File: src/design/bss_pkg.sv
// Package for the byte string sorter: shared constants, controller/datapath
// command and status structs, and the signed byte ordering function.
// No dependencies.
package bss_pkg;

    localparam int MAX_LEN_DEFAULT = 64;
    localparam int CHAR_W          = 8;

    // Commands from the controller to the datapath
    typedef struct packed {
        logic insert;   // input item accepted this cycle
        logic shift;    // result item accepted this cycle
    } bss_cmd_t;

    // Status from the datapath to the controller
    typedef struct packed {
        logic last_one; // exactly one stored byte remains
    } bss_status_t;

    // True if byte a must come after byte b in the selected order.
    // Flipping the sign bit turns the signed order into an unsigned one.
    function automatic logic bss_goes_after(input logic [CHAR_W-1:0] a,
                                            input logic [CHAR_W-1:0] b,
                                            input logic desc);
        logic [CHAR_W-1:0] ka;
        logic [CHAR_W-1:0] kb;
        ka = {~a[CHAR_W-1], a[CHAR_W-2:0]};
        kb = {~b[CHAR_W-1], b[CHAR_W-2:0]};
        return desc ? (ka < kb) : (ka > kb);
    endfunction

endpackage

File: src/design/bss_if.sv
// Valid/ready channel interfaces for the byte string sorter.
// Depends on bss_pkg for the character width.
interface bss_byte_if;
    logic                       valid;
    logic                       ready;
    logic [bss_pkg::CHAR_W-1:0] char_in;
    logic                       is_last;

    modport source (output valid, output char_in, output is_last, input ready);
    modport sink   (input valid, input char_in, input is_last, output ready);
endinterface

interface bss_sorted_if;
    logic                       valid;
    logic                       ready;
    logic [bss_pkg::CHAR_W-1:0] char_out;
    logic                       end_of_string;
    logic                       overflow;

    modport source (output valid, output char_out, output end_of_string,
                    output overflow, input ready);
    modport sink   (input valid, input char_out, input end_of_string,
                    input overflow, output ready);
endinterface

File: src/design/bss_ctrl.sv
// Controller for the byte string sorter: fill/drain state machine that
// drives the channel handshakes and issues commands to the datapath.
// Depends on bss_pkg.
module bss_ctrl (
    input  logic                 clk,
    input  logic                 rst_n,
    input  logic                 in_valid,
    input  logic                 in_is_last,
    output logic                 in_ready,
    output logic                 out_valid,
    input  logic                 out_ready,
    input  bss_pkg::bss_status_t status,
    output bss_pkg::bss_cmd_t    cmd
);
    import bss_pkg::*;

    typedef enum logic [1:0] {
        S_FILL  = 2'b01,
        S_DRAIN = 2'b10
    } state_t;

    state_t state_reg, state_next;

    // Handshakes follow the state directly
    assign in_ready   = (state_reg == S_FILL);
    assign out_valid  = (state_reg == S_DRAIN);
    assign cmd.insert = in_valid && in_ready;
    assign cmd.shift  = out_valid && out_ready;

    // Next state
    always_comb
    begin
        state_next = state_reg;
        case (state_reg)
            S_FILL:
            begin
                if (cmd.insert && in_is_last)
                begin
                    state_next = S_DRAIN;
                end
            end
            S_DRAIN:
            begin
                if (cmd.shift && status.last_one)
                begin
                    state_next = S_FILL;
                end
            end
            default:
            begin
                state_next = S_FILL;
            end
        endcase
    end

    always_ff @(posedge clk or negedge rst_n)
    begin
        if (!rst_n)
        begin
            state_reg <= S_FILL;
        end
        else
        begin
            state_reg <= state_next;
        end
    end

endmodule

File: src/design/bss_datapath.sv
// Datapath for the byte string sorter: a row of insertion cells kept in
// sorted order, the fill count, the overflow flag and the mode register.
// Depends on bss_pkg.
module bss_datapath #(
    parameter int MAX_LEN = bss_pkg::MAX_LEN_DEFAULT
) (
    input  logic                       clk,
    input  logic                       rst_n,
    input  bss_pkg::bss_cmd_t          cmd,
    input  logic [bss_pkg::CHAR_W-1:0] char_in,
    input  logic                       cfg_we,
    input  logic                       cfg_wdata,
    output logic [bss_pkg::CHAR_W-1:0] char_out,
    output logic                       end_of_string,
    output logic                       overflow,
    output bss_pkg::bss_status_t       status
);
    import bss_pkg::*;

    localparam int CW = $clog2(MAX_LEN + 1);

    logic [CHAR_W-1:0] cell_reg  [MAX_LEN];
    logic [CHAR_W-1:0] cell_next [MAX_LEN];
    logic [MAX_LEN-1:0] gt;
    logic [CW-1:0] count_reg, count_next;
    logic          flag_reg, flag_next;
    logic          desc_reg, desc_next;
    logic          full;

    assign full       = (count_reg == CW'(MAX_LEN));

    // Per-cell compare and next value: the new byte goes into the first
    // cell that must come after it, later cells move up by one.
    for (genvar i = 0; i < MAX_LEN; i++)
    begin : g_cell
        logic occupied;
        logic [CHAR_W-1:0] up_val;
        logic [CHAR_W-1:0] down_val;

        assign occupied    = (CW'(i) < count_reg);
        assign gt[i]       = !occupied || bss_goes_after(cell_reg[i], char_in, desc_reg);

        if (i == 0)
        begin : g_first
            assign up_val = char_in;
        end
        else
        begin : g_rest
            assign up_val = gt[i-1] ? cell_reg[i-1] : char_in;
        end

        if (i == MAX_LEN - 1)
        begin : g_top
            assign down_val = cell_reg[i];
        end
        else
        begin : g_mid
            assign down_val = cell_reg[i+1];
        end

        always_comb
        begin
            cell_next[i] = cell_reg[i];
            if (cmd.insert && !full && gt[i])
            begin
                cell_next[i] = up_val;
            end
            else if (cmd.shift)
            begin
                cell_next[i] = down_val;
            end
        end

        always_ff @(posedge clk)
        begin
            cell_reg[i] <= cell_next[i];
        end
    end

    // Count, overflow flag and mode register
    always_comb
    begin
        count_next = count_reg;
        flag_next  = flag_reg;
        desc_next  = desc_reg;
        if (cfg_we)
        begin
            desc_next = cfg_wdata;
        end
        if (cmd.insert)
        begin
            if (full)
            begin
                flag_next = 1'b1;
            end
            else
            begin
                count_next = count_reg + CW'(1);
            end
        end
        else if (cmd.shift)
        begin
            count_next = count_reg - CW'(1);
            if (status.last_one)
            begin
                flag_next = 1'b0;
            end
        end
    end

    always_ff @(posedge clk or negedge rst_n)
    begin
        if (!rst_n)
        begin
            count_reg <= '0;
            flag_reg  <= 1'b0;
            desc_reg  <= 1'b0;
        end
        else
        begin
            count_reg <= count_next;
            flag_reg  <= flag_next;
            desc_reg  <= desc_next;
        end
    end

    // Head cell is the next result item
    assign status.last_one = (count_reg == CW'(1));
    assign char_out        = cell_reg[0];
    assign end_of_string   = status.last_one;
    assign overflow        = flag_reg;

    // Checks
    a_count_range: assert property (@(posedge clk) disable iff (!rst_n)
        count_reg <= CW'(MAX_LEN))
        else $error("fill count beyond capacity");

    a_shift_nonempty: assert property (@(posedge clk) disable iff (!rst_n)
        cmd.shift |-> (count_reg != '0))
        else $error("result taken from an empty store");

    a_drain_clears: assert property (@(posedge clk) disable iff (!rst_n)
        (cmd.shift && status.last_one) |=> (count_reg == '0) && !flag_reg)
        else $error("store not cleared after final result");

    a_insert_counts: assert property (@(posedge clk) disable iff (!rst_n)
        (cmd.insert && !full) |=> (count_reg == $past(count_reg) + CW'(1)))
        else $error("stored byte not counted");

endmodule

File: src/design/byte_string_sorter.sv
// Top level of the byte string sorter: joins the controller and datapath
// to the input, result and configuration ports.
// Depends on bss_pkg, bss_if, bss_ctrl and bss_datapath.
//
// Usage: bytes of a string arrive on byte_in, one item per cycle, with
// is_last set on the final byte. Each byte is placed into its sorted
// position in a row of MAX_LEN cells as it arrives, so input runs at one
// item per cycle. Bytes past MAX_LEN are dropped and every result of that
// string then carries overflow. The cycle after the final byte is taken,
// the sorted bytes leave on sorted_out from the head cell, one item per
// cycle while the receiver is ready; end_of_string marks the last one.
// byte_in is not ready while a string drains; a receiver stall holds the
// head item and freezes the block. cfg_we/cfg_wdata write the descending
// mode (0 ascending, 1 descending, signed byte order); write it only while
// idle, which the block itself does not enforce. Reset empties the store,
// clears overflow and selects ascending order.
module byte_string_sorter #(
    parameter int MAX_LEN = bss_pkg::MAX_LEN_DEFAULT
) (
    input  logic         clk,
    input  logic         rst_n,
    bss_byte_if.sink     byte_in,
    bss_sorted_if.source sorted_out,
    input  logic         cfg_we,
    input  logic         cfg_wdata
);
    import bss_pkg::*;

    bss_cmd_t    cmd;
    bss_status_t status;

    bss_ctrl u_ctrl (
        .clk        (clk),
        .rst_n      (rst_n),
        .in_valid   (byte_in.valid),
        .in_is_last (byte_in.is_last),
        .in_ready   (byte_in.ready),
        .out_valid  (sorted_out.valid),
        .out_ready  (sorted_out.ready),
        .status     (status),
        .cmd        (cmd)
    );

    bss_datapath #(
        .MAX_LEN (MAX_LEN)
    ) u_datapath (
        .clk           (clk),
        .rst_n         (rst_n),
        .cmd           (cmd),
        .char_in       (byte_in.char_in),
        .cfg_we        (cfg_we),
        .cfg_wdata     (cfg_wdata),
        .char_out      (sorted_out.char_out),
        .end_of_string (sorted_out.end_of_string),
        .overflow      (sorted_out.overflow),
        .status        (status)
    );

endmodule

File: src/flat_wrapper.sv
// flat-port wrapper written by rule: the top's interface ports become plain ports
module byte_string_sorter_flat import bss_pkg::*;
#(
    parameter int MAX_LEN = bss_pkg::MAX_LEN_DEFAULT
)
  (clk, rst_n, cfg_we, cfg_wdata, byte_in_valid, byte_in_char_in, byte_in_is_last, byte_in_ready, sorted_out_valid, sorted_out_char_out, sorted_out_end_of_string, sorted_out_overflow, sorted_out_ready);
  bss_byte_if byte_in_i ();
  bss_sorted_if sorted_out_i ();
  input  logic clk;
  input  logic rst_n;
  input  logic cfg_we;
  input  logic cfg_wdata;
  input wire logic [$bits(byte_in_i.valid)-1:0] byte_in_valid;
  input wire logic [$bits(byte_in_i.char_in)-1:0] byte_in_char_in;
  input wire logic [$bits(byte_in_i.is_last)-1:0] byte_in_is_last;
  output wire logic [$bits(byte_in_i.ready)-1:0] byte_in_ready;
  output wire logic [$bits(sorted_out_i.valid)-1:0] sorted_out_valid;
  output wire logic [$bits(sorted_out_i.char_out)-1:0] sorted_out_char_out;
  output wire logic [$bits(sorted_out_i.end_of_string)-1:0] sorted_out_end_of_string;
  output wire logic [$bits(sorted_out_i.overflow)-1:0] sorted_out_overflow;
  input wire logic [$bits(sorted_out_i.ready)-1:0] sorted_out_ready;
  assign byte_in_i.valid = byte_in_valid;
  assign byte_in_i.char_in = byte_in_char_in;
  assign byte_in_i.is_last = byte_in_is_last;
  assign byte_in_ready = byte_in_i.ready;
  assign sorted_out_valid = sorted_out_i.valid;
  assign sorted_out_char_out = sorted_out_i.char_out;
  assign sorted_out_end_of_string = sorted_out_i.end_of_string;
  assign sorted_out_overflow = sorted_out_i.overflow;
  assign sorted_out_i.ready = sorted_out_ready;
  byte_string_sorter #(.MAX_LEN(MAX_LEN)) u_core (.clk(clk), .rst_n(rst_n), .byte_in(byte_in_i), .sorted_out(sorted_out_i), .cfg_we(cfg_we), .cfg_wdata(cfg_wdata));
endmodule
File: config.mk
export PLATFORM = sky130hd
export DESIGN_NAME = byte_string_sorter_flat
export DESIGN_NICKNAME = d
export VERILOG_FILES = /design/src/design/bss_pkg.sv /design/src/design/bss_if.sv /design/src/design/bss_ctrl.sv /design/src/design/bss_datapath.sv /design/src/design/byte_string_sorter.sv /design/src/flat_wrapper.sv
export SDC_FILE = /design/constraint.sdc
export NUM_CORES = 2
export LEC_CHECK = 0
export BUFFER_PORTS_ARGS = -buffer_cell sky130_fd_sc_hd__clkbuf_2
export CAP_MARGIN = 20
export CORE_UTILIZATION = 30
export DETAILED_ROUTE_END_ITERATION = 7
export SYNTH_ARGS = -nofsm -noshare
export SYNTH_HDL_FRONTEND = slang
export SYNTH_SLANG_ARGS = --single-unit
File: constraint.sdc
create_clock -name clk -period 3 [get_ports clk]
set_clock_uncertainty 0.1 [all_clocks]
set_input_delay 0.15 -clock clk [delete_from_list [all_inputs] [get_ports clk]]
set_output_delay 0.15 -clock clk [all_outputs]
set_load 0.01 [all_outputs]
Word-level counts from Yosys, hierarchy flattened:

Memories as Yosys holds them, arrays and structs flattened.
Index checks and enable logic that the tools add are counted.

* RAM bits: 512
* output and inout bits: 12
* bits of input ports: 15
* bits in registers: 11
* logic and storage cells: 739
* memories kept: 1

* reduce and logical (&&, ||, !) cells: 203
* $lt $le $gt $ge: 192
* add/subtract/negate cells: 2
* bitwise gates (word level): 65
* muxes and demuxes: 264
* equal/unequal tests: 8

Memories
* u_core.u_datapath.cell_reg: words 64, bits a word 8, read ports 64, clocked after Yosys merged registers in 0, wr ports 64, line bss_datapath.sv:22 `logic [CHAR_W-1:0] cell_reg [MAX_LEN];`

Operators with widths (count)
* $mux 8: 190
* $gt 8x8->1: 64
* $lt 8x8->1: 64
* $lt 6x7->1 const A: 32
* $lt 5x7->1 const A: 16
* $logic_and 1x1->1: 69
* $mux 1: 68
* $logic_not 1->1: 65
* $not 1->1: 65
* $logic_or 1x1->1: 64
* $lt 4x7->1 const A: 8
* $lt 3x7->1 const A: 4
* $mux 7: 3
* $lt 1x7->1 const A: 2
* $lt 2x7->1 const A: 2
* $add 7x1->7 const B: 1
* $eq 7x1->1 const B: 1
* $eq 7x7->1 const B: 1
* $sub 7x1->7 const B: 1
* $mux 2: 2
* $ne 2x1->1 const B: 2
* $ne 2x2->1 const B: 2
* $pmux 2 s2: 1
* $reduce_and 2->1: 2
* other kinds (4): 5

Longest topological paths before layout:

* depth in word-level cells: 6
* gate-level depth with buffers: 13
* depth with buffers taken out: 9

Cells and area by module:

A second synthesis with hierarchy kept.

* cells, all modules: 3685
* area total of the unflattened synthesis: 41692.5 sq um

By module, submodules not included
* bss_datapath: sequential area each 15600.0 sq um, area each 41576.1 sq um, times used 1, cells each 3676
* bss_ctrl: sequential area each 51.3 sq um, area each 116.4 sq um, times used 1, cells each 9

Worst setup path before layout:

OpenSTA, ideal clock, no wires.

* kind: input to register
* start: input byte_in_char_in[3]
* end: memory u_core.u_datapath.cell_reg[43][0], in the netlist u_core.u_datapath.cell_reg[2][88], enable pin
* path buffers: 2
* slack: -1.625 ns
* arrival time: 4.141 ns
* stages on the path: 9
* required time: 2.516 ns
* setup time: 0.384 ns
* cells stage by stage: clkinv_1 clkbuf_1 ha_1 nand4_1 inv_1 a2111oi_0 a311oi_2 buf_2 o21ai_0

RTL lines
* start, declared: line flat_wrapper.sv:14 `input wire logic [$bits(byte_in_i.char_in)-1:0] byte_in_char_in;`
* end, declared: line bss_datapath.sv:22

==> qor.yml <==
power_and_ir_drop:
  power_density_nw_per_um2: 792
  peakVddDrop_mv: 0.540
  p_leak_nw: 19.6
final_layout:
  postLayoutCoreUtil: 0.348
  final_cells: 6213
  syn2layout_area_growth_pct: 15.0
  final_common_cell: "a21oi_1"
  drive_gt1_frac: 0.134
  multi_input_area_um2: 23700
  nNetsFinal: 4909
  register_area_um2: 15700
  num-fill-cells: 13700
  largest_register_ffs: 512
  layout_common_cells: "567 x a21oi_1, 515 x ha_1, 512 x edfxtp_1, 410 x nand2_1, 353 x mux2i_1"
yosys:
  synthArstFlopShare: 0.0210
  yosysSeqAreaShare: 0.382
  syn_avg_cell_area_um2: 9.70
  synth_warnings: 0
  yosys.area_share.simple: 0.122
  syn_area_um2: 40900
  yosys-mux-area-fraction: 0.115
  synth_edf_count: 512
  synth_fa_ha_area_frac: 0.157
  ys_ff_latch: 523
  synthFlopType: "edfxtp_1"
  yosysTopAreaCell: "edfxtp_1"
  synth_nets: 4752
  syn_inst: 4222
  ys_types: 78
  synth_area_leaders: "edfxtp_1 38%, ha_1 16%, mux2i_1 8.6%"
  synthXorXnorAreaFrac: 0.00128
  synth_top_family_by_area: "compound AO/OA/AOI/OAI gates"
  synth_compound_area_frac: 0.180
  yosysTopAreaCellShare: 0.375
worst_setup_path:
  crit_fanout: 9
  cpPeakStageDelay_ns: 0.55
  cp-end-kind: "register"
  startpoint_type: "register"
  reg2reg_depth: 7
  cp_cell_sequence: "buf_4 -> nand2_2 -> o21ai_0 -> o21ai_0 -> a211o_1 -> and2_1 -> nand2b_1"
  crit_family: "compound AO/OA/AOI/OAI gates"
  setup.worst_path.start: "u_core.u_datapath.count_reg[4]"
  r2r-start: "u_core.u_datapath.count_reg[4]"
  critical_path_arrival_ns: 3.15
  crit_type: "register to register"
  ff2ff_setup_slack_ns: 0.07
  slowest_stage: "dfrtp_1"
  critPathBufInv: 1
  required_ns: 3.22
  r2r-end: "u_core.u_datapath.cell_reg[1][81]"
  cpMostUsedCell: "o21ai_0"
timing:
  worst_pin_slew_ns: 1.04
  setup-tns-final_ns: 0
  holdWs_ns: 0.0711
  finalSetupViolations: 0
  fmax_mhz: 341
  post-route-period-util: 0.978
  rsz0062_at_grt: "true"
  relSlewSlack: 0.306
  hold_violations: 0
  drv_slew: 0
  min_period_ns: 2.93
die:
  io_pins: 27
  num_rows: 135
  start_util: 0.302
  fp.dieArea_um2: 138000
  die_w_um: 371
  die_h_um: 371
  coreArea_um2: 135000
grt:
  grt_pass1_vias: 33000
  grt_max_degree: 47
  gr-total-overflow: 0
  grt_pass1_wl_um: 199000
  antenna_found_initial: 1
  track_usage: 0.187
clock_tree:
  clk_latency_ns: 0.67
  cts_tree: "built"
  htreeDepth: 2
  clockRootBuffer: "clkbuf_16"
  numCtsBuffers: 60
  cts_max_path_buffers: 3
  path_clk_slew_ns: 0.07
  cts.sinks: 523
detailed_routing:
  drt_first_pass_iters: 5
  drt-wirelength-per-cell_um: 21.2
  dr.first_iter.drc_count: 3152
  avgViaCountPerCell: 5.47
  routed_wl_um: 132000
  drc: 0
  via_count: 34000
  ant_nets: 0
status:
  status: "finished clean"
run:
  maxCapViolCount: 0
hold_path:
  hold_end: "u_core.u_datapath.cell_reg[1][43]"
  min_path_cells: 5
  hp-start: "byte_in_char_in[3]"
  hold_path.class: "input pin to register"
placed_design:
  port_buffers: 26
  gp_congestion: 0.881
  dp_hpwl_um: 94800
  dp_cells: 6084
==> cell usage after synthesis, types with 33 or more instances <==
cell type / count
buf_4: 34
o21ai_0: 310
a21oi_1: 567
a21o_1: 52
nand2b_1: 38
nand2_1: 415
o21ai_1: 33
mux2_2: 101
buf_2: 105
o21a_1: 49
nor2b_1: 72
edfxtp_1: 512
ha_1: 515
nand4_1: 107
nor2_1: 353
o211ai_1: 61
clkbuf_1: 83
inv_1: 143
mux2i_1: 353
==> layer usage <==
metal	wire length, um	part of all wire	up-vias	GRT usage
met5	0	0	-	0
met4	3440	0.026	0	0.0502
met3	8320	0.063	225	0.0213
met2	59100	0.45	1139	0.300
met1	61100	0.46	16500	0.263
li1	-	-	16100	-
==> cell families after synthesis <==
group / after synthesis
adder cells (fa/ha/maj): 515
XOR/XNOR: 6
AND/OR/NAND/NOR: 1088
AO/OA/AOI/OAI: 1254
buffers and inverters: 378
multiplexers: 458
flip-flops: 523
==> tightest hold or removal path: stages <==
cell	delay (ns)
buf_2	0.11
inv_4	0.11
nor2_1	0.13
a21oi_1	0.05
o21ai_0	0.14
==> per-stage QoR <==
stage	setup slack (ns)	power (mW)	cell area [um2]
after global placement	0.0333	28.5	44800
after CTS	0.0357	37.2	47000
after floorplan	0.00134	23.3	41000
after detailed placement	0.0322	28.9	44800
final	0.0671	37.3	47100
after global routing	0.00130	39.5	47100
==> report_power, final <==
group	total, mW	internal, mW	switching, mW
Sequential	12.5	10.7	1.85
Combinational	16.6	6.99	9.62
Clock	8.18	4.75	3.43
Total	37.3	22.4	14.9
==> repair_timing <==
| action | in CTS | in global routing |
|---|---|---|
| setup endpoints to repair | 1 | 47 |
| resized for setup | 1 | 7 |
| pin swaps | 1 | 1 |
| endpoints found under the hold margin | 23 | 0 |
| buffers inserted | 1 | 2 |
| hold buffers | 11 | 0 |
==> how the worst max path moves through the flow <==
stage	to	cells after the start
after global placement	u_core.u_datapath.cell_reg[2][118]	12
after detailed placement	u_core.u_datapath.cell_reg[2][117]	12
after global routing	u_core.u_datapath.cell_reg[2][29]	14
final	u_core.u_datapath.cell_reg[1][81]	7
after CTS	sorted_out_end_of_string	8
after floorplan	u_core.u_datapath.cell_reg[0][106]	10
==> area by class of cell <==
cell class              instances  area share
multi-input cells            3321       0.503
flip-flops and latches        523       0.332
repair buffers                322      0.0596
well taps                    1781      0.0473
clock buffers                  67      0.0327
clock inverters                47      0.0128
inverters                     151      0.0124
diodes                          1   0.0000531
Power figures use the tool's default switching activity.
